[src/rtl/sbus2_dec_pkg.sv]
`default_nettype none

package sbus2_dec_pkg;

    localparam int BYTE_W       = 8;
    localparam int CHAN_W       = 11;
    localparam int IDX_W        = 5;
    localparam int ERR_W        = 16;
    localparam int POS_W        = 5;
    localparam int FRAME_BYTES  = 25;
    localparam int HELD_BYTES   = FRAME_BYTES - 2;
    localparam int HELD_BITS    = HELD_BYTES * BYTE_W;
    localparam int NUM_ANALOG   = 16;
    localparam int CHAN_BITS    = NUM_ANALOG * CHAN_W;
    localparam int FLAG_W       = 4;
    localparam int OUT_DATA_W   = 40;
    localparam int OUT_USED_W   = IDX_W + CHAN_W + 2 + ERR_W;
    localparam int QUEUE_DEPTH  = 2;

    localparam logic [POS_W-1:0] POS_START = POS_W'(0);
    localparam logic [POS_W-1:0] POS_END   = POS_W'(FRAME_BYTES - 1);

    localparam logic [IDX_W-1:0] IDX_DIG0  = IDX_W'(16);
    localparam logic [IDX_W-1:0] IDX_DIG1  = IDX_W'(17);
    localparam logic [IDX_W-1:0] IDX_MIX0  = IDX_W'(18);
    localparam logic [IDX_W-1:0] IDX_MIX1  = IDX_W'(19);
    localparam logic [IDX_W-1:0] IDX_LAST  = IDX_MIX1;

    localparam logic [CHAN_W-1:0] MIX_OFFSET = CHAN_W'(1024);

    localparam int CFG_ADDR_W = 4;
    localparam logic [1:0] REG_START    = 2'd0;
    localparam logic [1:0] REG_END_MASK = 2'd1;
    localparam logic [1:0] REG_END_VAL  = 2'd2;

    localparam logic [BYTE_W-1:0] START_RESET    = 8'h0F;
    localparam logic [BYTE_W-1:0] END_MASK_RESET = 8'h0F;
    localparam logic [BYTE_W-1:0] END_VAL_RESET  = 8'h04;

    typedef struct packed {
        logic [ERR_W-1:0]     errs;
        logic [FLAG_W-1:0]    flags;
        logic [CHAN_BITS-1:0] chans;
    } frame_t;

endpackage

`default_nettype wire

[src/rtl/sbus2_dec_front.sv]
`default_nettype none

module sbus2_dec_front (
    input  wire logic                              aclk,
    input  wire logic                              aresetn,
    input  wire logic                              s_tvalid,
    output logic                                   s_tready,
    input  wire logic [sbus2_dec_pkg::BYTE_W-1:0]  s_tdata,    // rx_byte
    input  wire logic [sbus2_dec_pkg::BYTE_W-1:0]  start_value,
    input  wire logic [sbus2_dec_pkg::BYTE_W-1:0]  end_mask,
    input  wire logic [sbus2_dec_pkg::BYTE_W-1:0]  end_value,
    output logic                                   push_valid,
    output sbus2_dec_pkg::frame_t                  push_frame,
    input  wire logic                              push_ready
);

    logic [sbus2_dec_pkg::POS_W-1:0]     pos_reg, pos_next;
    logic [sbus2_dec_pkg::HELD_BITS-1:0] data_reg, data_next;
    logic [sbus2_dec_pkg::ERR_W-1:0]     tally_reg, tally_next;
    logic                                accept;
    logic                                end_ok;
    logic [sbus2_dec_pkg::ERR_W-1:0]     tally_bump;

    assign s_tready   = push_ready;
    assign accept     = s_tvalid && s_tready;
    assign end_ok     = (s_tdata & end_mask) == end_value;
    assign push_valid = accept && (pos_reg == sbus2_dec_pkg::POS_END) && end_ok;
    assign tally_bump = (tally_reg == '1) ? tally_reg : tally_reg + 1'b1;

    assign push_frame.chans = data_reg[sbus2_dec_pkg::CHAN_BITS-1:0];
    assign push_frame.flags =
        data_reg[sbus2_dec_pkg::CHAN_BITS +: sbus2_dec_pkg::FLAG_W];
    assign push_frame.errs  = tally_reg;

    always_comb begin
        pos_next   = pos_reg;
        data_next  = data_reg;
        tally_next = tally_reg;
        if (accept) begin
            if (pos_reg == sbus2_dec_pkg::POS_START) begin
                if (s_tdata == start_value) begin
                    pos_next = pos_reg + 1'b1;
                end else begin
                    tally_next = tally_bump;
                end
            end else if (pos_reg == sbus2_dec_pkg::POS_END) begin
                pos_next = sbus2_dec_pkg::POS_START;
                if (end_ok) begin
                    tally_next = '0;
                end else begin
                    tally_next = tally_bump;
                end
            end else begin
                // bytes 1..23 shift in from the top, byte 1 ends at the bottom
                data_next = {s_tdata, data_reg[sbus2_dec_pkg::HELD_BITS-1:sbus2_dec_pkg::BYTE_W]};
                pos_next  = pos_reg + 1'b1;
            end
        end
    end

    always_ff @(posedge aclk) begin
        if (!aresetn) begin
            pos_reg   <= sbus2_dec_pkg::POS_START;
            tally_reg <= '0;
        end else begin
            pos_reg   <= pos_next;
            tally_reg <= tally_next;
        end
        data_reg <= data_next;
    end

endmodule

`default_nettype wire

[src/rtl/sbus2_dec_queue.sv]
`default_nettype none

module sbus2_dec_queue #(
    parameter int Depth = sbus2_dec_pkg::QUEUE_DEPTH
) (
    input  wire logic           aclk,
    input  wire logic           aresetn,
    input  wire logic           push_valid,
    input  sbus2_dec_pkg::frame_t push_frame,
    output logic                push_ready,
    output logic                head_valid,
    output sbus2_dec_pkg::frame_t head_frame,
    input  wire logic           pop
);

    localparam int PtrW = (Depth > 1) ? $clog2(Depth) : 1;
    localparam int CntW = $clog2(Depth + 1);

    sbus2_dec_pkg::frame_t mem_reg [Depth];
    logic [PtrW-1:0] wr_ptr_reg, wr_ptr_next;
    logic [PtrW-1:0] rd_ptr_reg, rd_ptr_next;
    logic [CntW-1:0] count_reg, count_next;

    assign push_ready = count_reg != CntW'(Depth);
    assign head_valid = count_reg != '0;
    assign head_frame = mem_reg[rd_ptr_reg];

    always_comb begin
        wr_ptr_next = wr_ptr_reg;
        rd_ptr_next = rd_ptr_reg;
        count_next  = count_reg;
        if (push_valid) begin
            wr_ptr_next = (wr_ptr_reg == PtrW'(Depth - 1)) ? '0 : wr_ptr_reg + 1'b1;
        end
        if (pop) begin
            rd_ptr_next = (rd_ptr_reg == PtrW'(Depth - 1)) ? '0 : rd_ptr_reg + 1'b1;
        end
        if (push_valid && !pop) begin
            count_next = count_reg + 1'b1;
        end else if (pop && !push_valid) begin
            count_next = count_reg - 1'b1;
        end
    end

    always_ff @(posedge aclk) begin
        if (!aresetn) begin
            wr_ptr_reg <= '0;
            rd_ptr_reg <= '0;
            count_reg  <= '0;
        end else begin
            wr_ptr_reg <= wr_ptr_next;
            rd_ptr_reg <= rd_ptr_next;
            count_reg  <= count_next;
        end
        if (push_valid) begin
            mem_reg[wr_ptr_reg] <= push_frame;
        end
    end

    a_no_push_when_full: assert property (@(posedge aclk) disable iff (!aresetn)
        push_valid |-> push_ready)
        else $error("frame pushed into full queue");

    a_no_pop_when_empty: assert property (@(posedge aclk) disable iff (!aresetn)
        pop |-> head_valid)
        else $error("frame popped from empty queue");

    a_count_up: assert property (@(posedge aclk) disable iff (!aresetn)
        (push_valid && !pop) |=> count_reg == $past(count_reg) + 1'b1)
        else $error("queue fill count did not follow a push");

endmodule

`default_nettype wire

[src/rtl/sbus2_dec_back.sv]
`default_nettype none

module sbus2_dec_back (
    input  wire logic                                  aclk,
    input  wire logic                                  aresetn,
    input  wire logic                                  head_valid,
    input  sbus2_dec_pkg::frame_t                      head_frame,
    output logic                                       pop,
    output logic                                       m_tvalid,
    input  wire logic                                  m_tready,
    // channel_index, channel_value, failsafe, lost_frame, error_count, zero fill
    output logic [sbus2_dec_pkg::OUT_DATA_W-1:0]       m_tdata,
    output logic                                       m_tlast
);

    logic [sbus2_dec_pkg::IDX_W-1:0]  idx_reg, idx_next;
    logic                             valid_reg, valid_next;
    logic [sbus2_dec_pkg::IDX_W-1:0]  out_idx_reg;
    logic [sbus2_dec_pkg::CHAN_W-1:0] out_val_reg;
    logic                             out_fs_reg;
    logic                             out_lf_reg;
    logic [sbus2_dec_pkg::ERR_W-1:0]  out_err_reg;
    logic                             out_last_reg;

    logic                             load;
    logic                             at_last;
    logic [sbus2_dec_pkg::CHAN_W-1:0] c1, c3, val;
    logic signed [sbus2_dec_pkg::CHAN_W:0] diff, half;
    logic [sbus2_dec_pkg::CHAN_W:0]   sum;
    logic [sbus2_dec_pkg::CHAN_W-1:0] mix0, mix1;

    assign load    = head_valid && (!valid_reg || m_tready);
    assign at_last = idx_reg == sbus2_dec_pkg::IDX_LAST;
    assign pop     = load && at_last;

    assign c1   = head_frame.chans[1*sbus2_dec_pkg::CHAN_W +: sbus2_dec_pkg::CHAN_W];
    assign c3   = head_frame.chans[3*sbus2_dec_pkg::CHAN_W +: sbus2_dec_pkg::CHAN_W];
    assign diff = $signed({1'b0, c1}) - $signed({1'b0, c3});
    // round toward zero before halving
    assign half = (diff + $signed({{sbus2_dec_pkg::CHAN_W{1'b0}}, diff[sbus2_dec_pkg::CHAN_W]}))
                  >>> 1;
    assign mix0 = half[sbus2_dec_pkg::CHAN_W-1:0] + sbus2_dec_pkg::MIX_OFFSET;
    assign sum  = {1'b0, c1} + {1'b0, c3};
    assign mix1 = sum[sbus2_dec_pkg::CHAN_W:1];

    always_comb begin
        case (idx_reg)
            sbus2_dec_pkg::IDX_DIG0: val = {sbus2_dec_pkg::CHAN_W{head_frame.flags[0]}};
            sbus2_dec_pkg::IDX_DIG1: val = {sbus2_dec_pkg::CHAN_W{head_frame.flags[1]}};
            sbus2_dec_pkg::IDX_MIX0: val = mix0;
            sbus2_dec_pkg::IDX_MIX1: val = mix1;
            default: val = head_frame.chans[idx_reg[3:0]*sbus2_dec_pkg::CHAN_W +:
                                            sbus2_dec_pkg::CHAN_W];
        endcase
    end

    always_comb begin
        idx_next   = idx_reg;
        valid_next = valid_reg;
        if (load) begin
            idx_next   = at_last ? '0 : idx_reg + 1'b1;
            valid_next = 1'b1;
        end else if (m_tready) begin
            valid_next = 1'b0;
        end
    end

    always_ff @(posedge aclk) begin
        if (!aresetn) begin
            idx_reg   <= '0;
            valid_reg <= 1'b0;
        end else begin
            idx_reg   <= idx_next;
            valid_reg <= valid_next;
        end
        if (load) begin
            out_idx_reg  <= idx_reg;
            out_val_reg  <= val;
            out_fs_reg   <= head_frame.flags[3];
            out_lf_reg   <= head_frame.flags[2];
            out_err_reg  <= head_frame.errs;
            out_last_reg <= at_last;
        end
    end

    assign m_tvalid = valid_reg;
    assign m_tlast  = out_last_reg;
    assign m_tdata  = {{(sbus2_dec_pkg::OUT_DATA_W - sbus2_dec_pkg::OUT_USED_W){1'b0}},
                       out_err_reg, out_lf_reg, out_fs_reg, out_val_reg, out_idx_reg};

    a_last_restarts_index: assert property (@(posedge aclk) disable iff (!aresetn)
        (m_tvalid && m_tlast) |-> idx_reg == '0)
        else $error("frame ended but result index did not restart");

endmodule

`default_nettype wire

[src/rtl/sbus2_frame_decoder_core.sv]
// SBUS2 frame decoder. Bytes enter on the s_ stream, one word per cycle while
// s_tready is high, and are assembled into 25-byte frames that open on start_value
// and close on an end byte checked under end_mask against end_value. A good frame
// is handed through a queue of QueueDepth decoded frames to the result side, which
// sends its twenty results (16 analog channels, 2 digital, 2 V-tail mixes) one per
// cycle while m_tready is high on the m_ stream, each held in a result register.
// s_tready drops only while the frame queue is full; the result side pops a frame
// with its twentieth result. Registers at byte address 0, 4 and 8.
`default_nettype none

module sbus2_frame_decoder_core #(
    parameter int QueueDepth = sbus2_dec_pkg::QUEUE_DEPTH
) (
    input  wire logic                                 aclk,
    input  wire logic                                 aresetn,
    input  wire logic                                 s_tvalid,
    output logic                                      s_tready,
    input  wire logic [sbus2_dec_pkg::BYTE_W-1:0]     s_tdata,  // rx_byte
    output logic                                      m_tvalid,
    input  wire logic                                 m_tready,
    // channel_index, channel_value, failsafe, lost_frame, error_count, zero fill
    output logic [sbus2_dec_pkg::OUT_DATA_W-1:0]      m_tdata,
    output logic                                      m_tlast,
    input  wire logic                                 psel,
    input  wire logic                                 penable,
    input  wire logic                                 pwrite,
    input  wire logic [sbus2_dec_pkg::CFG_ADDR_W-1:0] paddr,
    input  wire logic [31:0]                          pwdata,
    output logic [31:0]                               prdata,
    output logic                                      pready
);

    logic [sbus2_dec_pkg::BYTE_W-1:0] start_reg, mask_reg, endval_reg;
    logic [1:0]                       reg_sel;
    logic                             cfg_write;

    logic                  push_valid, push_ready, head_valid, pop;
    sbus2_dec_pkg::frame_t push_frame, head_frame;

    assign pready    = 1'b1;
    assign reg_sel   = paddr[3:2];
    assign cfg_write = psel && penable && pwrite && pready;

    always_ff @(posedge aclk) begin
        if (!aresetn) begin
            start_reg  <= sbus2_dec_pkg::START_RESET;
            mask_reg   <= sbus2_dec_pkg::END_MASK_RESET;
            endval_reg <= sbus2_dec_pkg::END_VAL_RESET;
        end else if (cfg_write) begin
            case (reg_sel)
                sbus2_dec_pkg::REG_START:    start_reg  <= pwdata[7:0];
                sbus2_dec_pkg::REG_END_MASK: mask_reg   <= pwdata[7:0];
                sbus2_dec_pkg::REG_END_VAL:  endval_reg <= pwdata[7:0];
                default: ;
            endcase
        end
    end

    always_comb begin
        unique case (reg_sel)
            sbus2_dec_pkg::REG_START:    prdata = {24'b0, start_reg};
            sbus2_dec_pkg::REG_END_MASK: prdata = {24'b0, mask_reg};
            sbus2_dec_pkg::REG_END_VAL:  prdata = {24'b0, endval_reg};
            default:                     prdata = '0;
        endcase
    end

    sbus2_dec_front u_front (
        .aclk        (aclk),
        .aresetn     (aresetn),
        .s_tvalid    (s_tvalid),
        .s_tready    (s_tready),
        .s_tdata     (s_tdata),
        .start_value (start_reg),
        .end_mask    (mask_reg),
        .end_value   (endval_reg),
        .push_valid  (push_valid),
        .push_frame  (push_frame),
        .push_ready  (push_ready)
    );

    sbus2_dec_queue #(
        .Depth (QueueDepth)
    ) u_queue (
        .aclk       (aclk),
        .aresetn    (aresetn),
        .push_valid (push_valid),
        .push_frame (push_frame),
        .push_ready (push_ready),
        .head_valid (head_valid),
        .head_frame (head_frame),
        .pop        (pop)
    );

    sbus2_dec_back u_back (
        .aclk       (aclk),
        .aresetn    (aresetn),
        .head_valid (head_valid),
        .head_frame (head_frame),
        .pop        (pop),
        .m_tvalid   (m_tvalid),
        .m_tready   (m_tready),
        .m_tdata    (m_tdata),
        .m_tlast    (m_tlast)
    );

endmodule

`default_nettype wire
[config.mk]
export PLATFORM = sky130hd
export DESIGN_NAME = sbus2_frame_decoder_core
export DESIGN_NICKNAME = d
export VERILOG_FILES = /design/src/rtl/sbus2_dec_pkg.sv /design/src/rtl/sbus2_dec_front.sv /design/src/rtl/sbus2_dec_queue.sv /design/src/rtl/sbus2_dec_back.sv /design/src/rtl/sbus2_frame_decoder_core.sv
export SDC_FILE = /design/constraint.sdc
export NUM_CORES = 1
export LEC_CHECK = 0
export BUFFER_PORTS_ARGS = -buffer_cell sky130_fd_sc_hd__buf_2
export CORE_MARGIN = 5
export CORE_UTILIZATION = 45
export CTS_CLUSTER_SIZE = 8
export DETAILED_ROUTE_END_ITERATION = 6
export SYNTH_ARGS = -nofsm -noshare
export SYNTH_HDL_FRONTEND = slang
export SYNTH_HIERARCHICAL = 1
export SYNTH_SLANG_ARGS = --single-unit
[constraint.sdc]
create_clock -name aclk -period 45.7 [get_ports aclk]
set_input_delay 6.855 -clock aclk [delete_from_list [all_inputs] [get_ports aclk]]
set_output_delay 6.855 -clock aclk [all_outputs]
set_load 0.01 [all_outputs]
==> results.sh, run 1 <==
export IMPL_syn_inst=1722
export IMPL_yosysWarnings=6
export IMPL_synth_main_ff_cell="edfxtp_1"
export IMPL_r2r_setup_slack_ps=40010
export IMPL_routed_wirelength_um=53600
export IMPL_power_leakage_nw=10.7
export IMPL_period_share_pct=32.6
export IMPL_postLayoutCellArea_mm2=0.0312
export IMPL_drc_errors=0
export IMPL_clkTransAtPathRegs_ps=50
export IMPL_grt_util_all_layers_pct=15.2
export IMPL_power_density_mw_per_mm2=41.1
export IMPL_overflow=0
export IMPL_synth_area_mm2=0.0290
export IMPL_die_h_um=264
export IMPL_cts_setup_buffers=0
export IMPL_peakVddDrop_mv=0.0273
export IMPL_dr_total_vias=13400
export IMPL_clock_sinks=667
export IMPL_hp_class="reg -> reg"
export IMPL_critical_path_slowest_cell="nor2b_1"
export IMPL_dieWidth_um=264
export IMPL_htree_levels=3
export IMPL_layout_drive_gt1_share_pct=27.3
export IMPL_slowest_delay_ps=570
export IMPL_setup_slack_ps=30800
export IMPL_grt_pass1_wl_um=82500
export IMPL_synth_top_area_cell="edfxtp_1"
export IMPL_dpl_worst_slack_ps=30860
export IMPL_placed_cell_area_mm2=0.0286
export IMPL_multi_input_area_mm2=0.00748
export IMPL_crit_family="simple AND/OR/NAND/NOR gates"
export IMPL_async_flop_share_pct=0
export IMPL_antenna_found_initial=7
export IMPL_finalHoldViolations=0
export IMPL_post_dp_hpwl_um=32900
export IMPL_clk_path_buf_depth=3
export IMPL_synth_cell_types=81
export IMPL_cts_buffers=93
export IMPL_seq_area_mm2=0.0195
export IMPL_worstMarginPinSlew_ps=1240
export IMPL_gp_congestion=0.867
export IMPL_root_buffer="clkbuf_16"
export IMPL_first_pass_iters=4
export IMPL_cpMostUsedCell="buf_2"
export IMPL_startpoint_type="input pin"
export IMPL_clk_latency_ps=620
export IMPL_status="finished, final reports clean"
export IMPL_period_needed_ps=14900
export IMPL_start_util_pct=45.2
export IMPL_grt_max_degree=163
export IMPL_rows=93
export IMPL_synth_top_cell_area_share_pct=63.3
export IMPL_fmax_mhz=67.1
export IMPL_grt_pass1_vias=13800
export IMPL_finalMaxSlewViolations=0
export IMPL_path_buf_inv=2
export IMPL_largest_reg_flops=392
export IMPL_synth_seq_area_share_pct=67.1
export IMPL_core_area_mm2=0.0641
export IMPL_die_area_mm2=0.0696
export IMPL_drv_cap=0
export IMPL_syn_to_final_growth_pct=7.64
export IMPL_tns_ps=0
export IMPL_hold_buffers=0
export IMPL_nFillCells=5315
export IMPL_slew_headroom_pct=16.9
export IMPL_final_core_util_pct=48.7
export IMPL_critPathKind="in -> out"
export IMPL_drt_iter0_markers=981
export IMPL_nets=1737
export IMPL_wl_per_cell_um=21.1
export IMPL_cp_cell_sequence="buf_2 > nor2b_1 > nand2_1 > o21ai_0 > buf_2"
export IMPL_synthTopCellsByArea="edfxtp_1 63%, mux2_4 7.2%, buf_4 5.7%, mux4_2 4.1%, dfxtp_1 3.9%"
export IMPL_fin_cells=2545
export IMPL_cts_tree="yes"
export IMPL_syn_mean_instance_area_um2=16.8
export IMPL_numPortBuffers=69
export IMPL_hold_ws_ps=420
export IMPL_crit_fanout=12
export IMPL_crit_required_ps=38850
export IMPL_dp_cells=2413
export IMPL_synth_edf_count=611
export IMPL_power_mw=1.28
export IMPL_setup_viol=0
export IMPL_cts_resized=0
export IMPL_ant_nets=0
export IMPL_end_kind="output port"
export IMPL_routed_via_density=5.25
export IMPL_ys_ff_latch=667
export IMPL_fin_skew_ps=25.5
export IMPL_io_pins=127
export IMPL_crit_arrival_ps=8040
export IMPL_rsz0062_at_grt="false"
-- layout by cell type, fill, tap and decap left out, types with 6 or more instances in the layout --
cell type / count
a21o_1: 6
a21oi_1: 39
a22oi_1: 7
a31oi_1: 7
and2_1: 11
and2b_1: 7
and3_1: 15
buf_2: 69
buf_4: 14
clkbuf_1: 29
clkbuf_16: 97
conb_1: 31
dfxtp_1: 53
edfxtp_1: 611
ha_1: 31
inv_1: 29
mux2_2: 57
mux2_4: 140
mux2i_1: 37
mux4_2: 53
nand2_1: 63
nand2b_1: 6
nand3_1: 13
nand4_1: 10
nor2_1: 47
nor2b_1: 20
nor3_1: 11
o211ai_1: 10
o21ai_0: 24
xnor2_1: 21
xor2_1: 13
-- where the power goes --
group	total [mW]	internal, mW	switching, mW
combinational	0.00908	0.00308	0.00599
sequential	0.660	0.659	0.000831
clock	0.614	0.379	0.234
-- cell families (layout without fill, tap and decap cells) --
family	Yosys count	count (layout)	synth area share, %
compound gates	150	150	3.50
xor+xnor	35	35	1.12
fa+ha+maj	33	33	1.48
buf+inv	309	247	7.50
flops	667	667	67.1
mux	287	287	14.9
other cells	3	33	0.0388
simple gates	238	238	4.36
-- layer usage --
layer / vias up / routed length [um] / global-route usage [%]
met3: 107 / 2440 / 2.89
li1: 6128 / - / -
met5: - / 7 / 0
met4: 2 / 1550 / 5.10
met2: 304 / 25900 / 24.4
met1: 6810 / 23700 / 21.0
-- worst reg2reg max path, delay by kind of cell (launching register included) --
kind / cells / cell delay, ps
buffers and inverters: 4 / 3100
muxes: 3 / 1400
DFF: 1 / 590
and+or+nand+nor: 1 / 210
AOI/OAI and AO/OA: 1 / 110
-- cells in the mapped netlist (all sizes together), types with 4 or more instances --
cell type	n
a211oi	6
a21boi	4
a21o	7
a21oi	39
a221oi	5
a22oi	7
a31oi	7
and2	13
and2b	7
and3	15
buf	257
clkbuf	19
dfxtp	56
edfxtp	611
ha	31
inv	32
mux2	197
mux2i	37
mux4	53
nand2	63
nand2b	6
nand3	13
nand4	10
nor2	48
nor2b	22
nor3	12
nor3b	5
o211ai	10
o21a	5
o21ai	30
o22ai	5
o31ai	4
or2	4
or3	4
xnor2	22
xor2	13
-- area by class of cell --
class                           instances  share of cell area (%)
Timing Repair Buffer                   84                    1.51
Tap cell                              855                    3.43
Antenna cell                            2                  0.0160
Multi-Input combinational cell        774                    24.0
Inverter                               33                   0.397
Clock inverter                          4                   0.156
Sequential cell                       667                    62.4
Clock buffer                          126                    8.13
-- path summary, 6_finish.rpt --
path	start	endpoint	cells after the start
hold reg to reg	u_front/data_reg[181]	u_front/data_reg[173]	0
setup reg to reg	flip-flop	u_back/out_val_reg[4]	9
hold / removal	u_front/data_reg[181]	u_front/data_reg[173]	0
setup / recovery	paddr[3]	prdata[1]	5
Note: power is estimated with default switching activity, not from simulation.
==> run 2, diff against run 1 <==
- clock period: 45.7 -> 14.8 ns (I/O delays scaled with it)
==> run 2 against run 1 <==
Net effect:
- via count shrank 1.3%
- core utilization hardly changed
- routed wire length up 0.19%
- count of clock-buffer cells in the layout fell by 6
- worst setup slack lost 22000 ps
- register-to-register slack got worse by 31000 ps
- final area hardly changed
- sequential power rose to 3.1 times the previous value
- global-route usage up 0.065 points
- highest routed layer is now met4
==> results.sh, run 2 (synthesized netlist as in run 1, its figures left out) <==
export IMPL_die_h_um=264
export IMPL_finalMaxSlewViolations=0
export IMPL_finalHoldViolations=0
export IMPL_clkTransAtPathRegs_ps=50
export IMPL_post_dp_hpwl_um=32900
export IMPL_first_pass_iters=5
export IMPL_period_share_pct=38.3
export IMPL_grt_pass1_wl_um=82800
export IMPL_drt_iter0_markers=984
export IMPL_core_area_mm2=0.0641
export IMPL_clock_sinks=667
export IMPL_cts_setup_buffers=0
export IMPL_startpoint="paddr[3]"
export IMPL_final_cell_mix="611 x edfxtp_1, 140 x mux2_4, 95 x clkbuf_16, 69 x buf_2, 63 x nand2_1"
export IMPL_fin_skew_ps=20.3
export IMPL_setup_slack_ps=9130
export IMPL_crit_arrival_ps=3450
export IMPL_root_buffer="clkbuf_16"
export IMPL_dp_cells=2411
export IMPL_met3_usage_pct=2.59
export IMPL_nFillCells=5266
export IMPL_grt_max_degree=165
export IMPL_routed_via_density=5.19
export IMPL_fin_cells=2536
export IMPL_largest_reg_flops=392
export IMPL_final_core_util_pct=48.6
export IMPL_holdPathStages=0
export IMPL_crit_fanout=12
export IMPL_power_leakage_nw=10.6
export IMPL_setup_viol=0
export IMPL_rows=93
export IMPL_end_kind="output port"
export IMPL_power_density_mw_per_mm2=126
export IMPL_worstMarginPinSlew_ps=1180
export IMPL_io_pins=127
export IMPL_cts_tree="yes"
export IMPL_gp_congestion=0.807
export IMPL_grtUsageMet1_pct=21.0
export IMPL_hp_class="reg -> reg"
export IMPL_start_util_pct=45.2
export IMPL_overflow=0
export IMPL_numPortBuffers=69
export IMPL_fmax_mhz=176
export IMPL_peakVddDrop_mv=0.0693
export IMPL_crit_required_ps=12580
export IMPL_routed_wirelength_um=53700
export IMPL_diodes=0
export IMPL_drv_cap=0
export IMPL_tns_ps=0
export IMPL_final_common_cell="edfxtp_1"
export IMPL_nets=1736
export IMPL_grt_util_all_layers_pct=15.2
export IMPL_dieWidth_um=264
export IMPL_dr_total_vias=13200
export IMPL_period_needed_ps=5670
export IMPL_htree_levels=3
export IMPL_ff2ff_path_depth=17
export IMPL_use_met2_pct=25.0
export IMPL_cts_buffers=94
export IMPL_hold_buffers=0
export IMPL_drc_errors=0
export IMPL_dpl_worst_slack_ps=8700
export IMPL_die_area_mm2=0.0696
export IMPL_layout_drive_gt1_share_pct=27.3
export IMPL_wl_per_cell_um=21.2
export IMPL_slew_headroom_pct=21.4
export IMPL_syn_to_final_growth_pct=7.54
export IMPL_grt_pass1_vias=13700
export IMPL_status="finished, final reports clean"
export IMPL_hold_start="u_front/data_reg[181]"
export IMPL_ant_nets=0
export IMPL_grt_busiest_layer="met2"
export IMPL_antenna_found_initial=2
export IMPL_startpoint_type="input pin"
export IMPL_clk_latency_ps=610
export IMPL_rsz0062_at_grt="false"
export IMPL_cts_resized=0
export IMPL_critPathKind="in -> out"
export IMPL_clk_path_buf_depth=3
-- run 2: changes by cell type in the layout (fill, tap and decap cells not counted), sizes merged --
| cell | previous run | this run |
|---|---|---|
| buf | 84 | 82 |
| clkbuf | 126 | 120 |
| diode | 2 | 0 |
| inv | 34 | 35 |
-- run 2: final timing paths --
kind | end | slack, ps
max | prdata[1] | 9130
min reg2reg | u_front/data_reg[173] | 420
min | u_front/data_reg[173] | 420
max reg2reg | u_back/out_val_reg[9] | 9380
-- run 2: area by class of cell --
type	count	area, um2	share of cell area (%)
inverters	33	124	0.397
repair buffers	82	480	1.54
well taps	855	1070	3.43
multi-input cells	774	7480	24.0
flip-flops and latches	667	19500	62.5
clock buffers	120	2480	7.96
clock inverters	5	62.6	0.201
-- run 2: critical path, stage by stage --
cell,delay [ps]
buf_2,210
nor2b_1,570
nand2_1,100
o21ai_0,150
buf_2,200
-- run 2: where the power goes --
part / switching [mW] / internal [mW]
registers: 0.00266 / 2.03
logic: 0.0188 / 0.00952
clock network: 0.719 / 1.15
-- run 2: metal layers --
layer,routed length [um],part of all wire (%),vias to the layer above
li1,-,-,6113
met1,24000,45,6688
met2,26300,49,294
met3,2380,4.4,77
met4,1030,1.9,0
met5,0,0,-
-- run 2: metrics by stage --
step	area [um2]	hold slack, ps	total power, mW
floorplan	29100	400	2.10
global placement	28600	418	2.10
detailed placement	28600	407	2.10
CTS	31200	422	3.99
global route	31200	430	4.08
finish	31200	422	3.94
==> run 3, diff against run 2 <==
- clock period: 14.8 -> 5.5 ns (I/O delays scaled with it)
==> run 3 against run 2 <==
Net effect:
- core utilization rose by 0.23 points
- register-to-register slack got worse by 8100 ps
- final cell count rose by 0.79%
- clock skew fell by 3.6 ps
- critical endpoint is now u_back/out_val_reg[6]
==> results.sh, run 3 (synthesized netlist as in run 1, its figures left out) <==
export IMPL_status="finished, final reports clean"
export IMPL_final_cell_mix="611 x edfxtp_1, 140 x mux2_4, 96 x clkbuf_16, 69 x buf_2, 62 x nand2_1"
export IMPL_crit_family="multiplexers"
export IMPL_placed_cell_area_mm2=0.0287
export IMPL_root_buffer="clkbuf_16"
export IMPL_rsz0062_at_grt="false"
export IMPL_overflow=0
export IMPL_largest_reg_flops=392
export IMPL_drv_cap=0
export IMPL_finalMaxSlewViolations=0
export IMPL_antenna_found_initial=5
export IMPL_htree_levels=3
export IMPL_hold_buffers=0
export IMPL_p_int_mw=8.65
export IMPL_first_pass_iters=5
export IMPL_gp_congestion=0.859
export IMPL_setup_viol=0
export IMPL_numPortBuffers=69
export IMPL_worstMarginPinSlew_ps=1040
export IMPL_clk_latency_ps=610
export IMPL_post_dp_hpwl_um=32900
export IMPL_power_leakage_nw=10.7
export IMPL_dr_total_vias=13200
export IMPL_cts_setup_buffers=0
export IMPL_crit_arrival_ps=4490
export IMPL_cts_tree="yes"
export IMPL_diodes=0
export IMPL_seqPwrFrac_pct=51.5
export IMPL_critPathKind="reg -> reg"
export IMPL_die_h_um=264
export IMPL_io_pins=127
export IMPL_slowest_delay_ps=600
export IMPL_die_area_mm2=0.0696
export IMPL_clockPowerShare_pct=47.8
export IMPL_cts_buffers=93
export IMPL_syn_to_final_growth_pct=8.05
export IMPL_clock_sinks=667
export IMPL_critical_path_slowest_cell="dfxtp_4"
export IMPL_end_kind="flip-flop"
export IMPL_dp_cells=2416
export IMPL_grt_util_all_layers_pct=15.1
export IMPL_dieWidth_um=264
export IMPL_core_area_mm2=0.0641
export IMPL_rows=93
export IMPL_period_needed_ps=4180
export IMPL_power_mw=10.6
export IMPL_hp_class="reg -> reg"
export IMPL_cp_cell_sequence="buf_12 > buf_12 > buf_4 > mux2_4 > mux4_2 > mux4_2 > o2bb2ai_1 > a21oi_1"
export IMPL_clk_path_buf_depth=3
export IMPL_startpoint_type="flip-flop"
export IMPL_fin_skew_ps=16.7
export IMPL_ant_nets=0
export IMPL_path_buf_inv=3
export IMPL_fmax_mhz=239
export IMPL_slew_headroom_pct=30.7
export IMPL_clkTransAtPathRegs_ps=50
export IMPL_routed_via_density=5.17
export IMPL_crit_fanout=105
export IMPL_tns_ps=0
export IMPL_routed_wirelength_um=53100
export IMPL_combPwrFrac_pct=0.7
export IMPL_final_common_cell="edfxtp_1"
export IMPL_nets=1740
export IMPL_switchingPower_mw=2.00
export IMPL_power_density_mw_per_mm2=340
export IMPL_finalHoldViolations=0
export IMPL_cts_resized=0
export IMPL_layout_drive_gt1_share_pct=27.5
export IMPL_grt_max_degree=157
export IMPL_grt_pass1_wl_um=82500
export IMPL_period_share_pct=76.0
export IMPL_peakVddDrop_mv=0.275
export IMPL_drt_iter0_markers=1034
export IMPL_start_util_pct=45.2
export IMPL_crit_required_ps=5810
export IMPL_postLayoutCellArea_mm2=0.0313
export IMPL_fin_cells=2556
export IMPL_wl_per_cell_um=20.8
export IMPL_drc_errors=0
export IMPL_grt_pass1_vias=13700
export IMPL_switching_share_pct=18.8
run 3: cell count changes in the layout (fill, tap and decap cells not counted), sizes merged:
cell | previous run | this run
clkbuf | 120 | 135
buf | 82 | 87
run 3: through the flow:
stage                     util (%)  hold WS (ps)  worst slack, ps
after CTS                     48.9           408             1380
after detailed placement      44.8           407             1390
final                         48.9           420             1320
after floorplan                  -           400             -212
after global placement        44.8           411             1400
after global routing          48.9           418             1210
run 3: layout make-up:
type,count,area (um2)
Fill cell,5355,32800
Sequential cell,667,19500
Multi-Input combinational cell,774,7500
Clock buffer,135,2550
Tap cell,855,1070
Timing Repair Buffer,87,556
Inverter,33,124
Clock inverter,5,47.5
run 3: power by group through the flow:
stage                     clock network [mW]  logic, mW  registers (mW)
after floorplan                            0     0.0703            5.57
after global placement                     0     0.0756            5.57
after detailed placement                   0     0.0767            5.57
after CTS                               5.24     0.0771            5.48
after global routing                    5.47     0.0851            5.47
final                                   5.09     0.0771            5.48
run 3: worst paths after layout:
path	from	end	slack (ps)	depth (start not counted)
hold reg to reg	u_front/data_reg[182]	u_front/data_reg[174]	420	0
setup reg to reg	flip-flop	u_back/out_val_reg[6]	1320	8
hold / removal	u_front/data_reg[182]	u_front/data_reg[174]	420	0
setup / recovery	flip-flop	u_back/out_val_reg[6]	1320	8
run 3: routing by layer:
layer,wire [um],part of all wire [%],vias up,track usage (%)
li1,-,-,6137,-
met1,23400,44,6683,20.7
met2,25800,49,303,24.5
met3,2510,4.7,88,3.11
met4,1450,2.7,2,4.87
met5,11,0.021,-,0
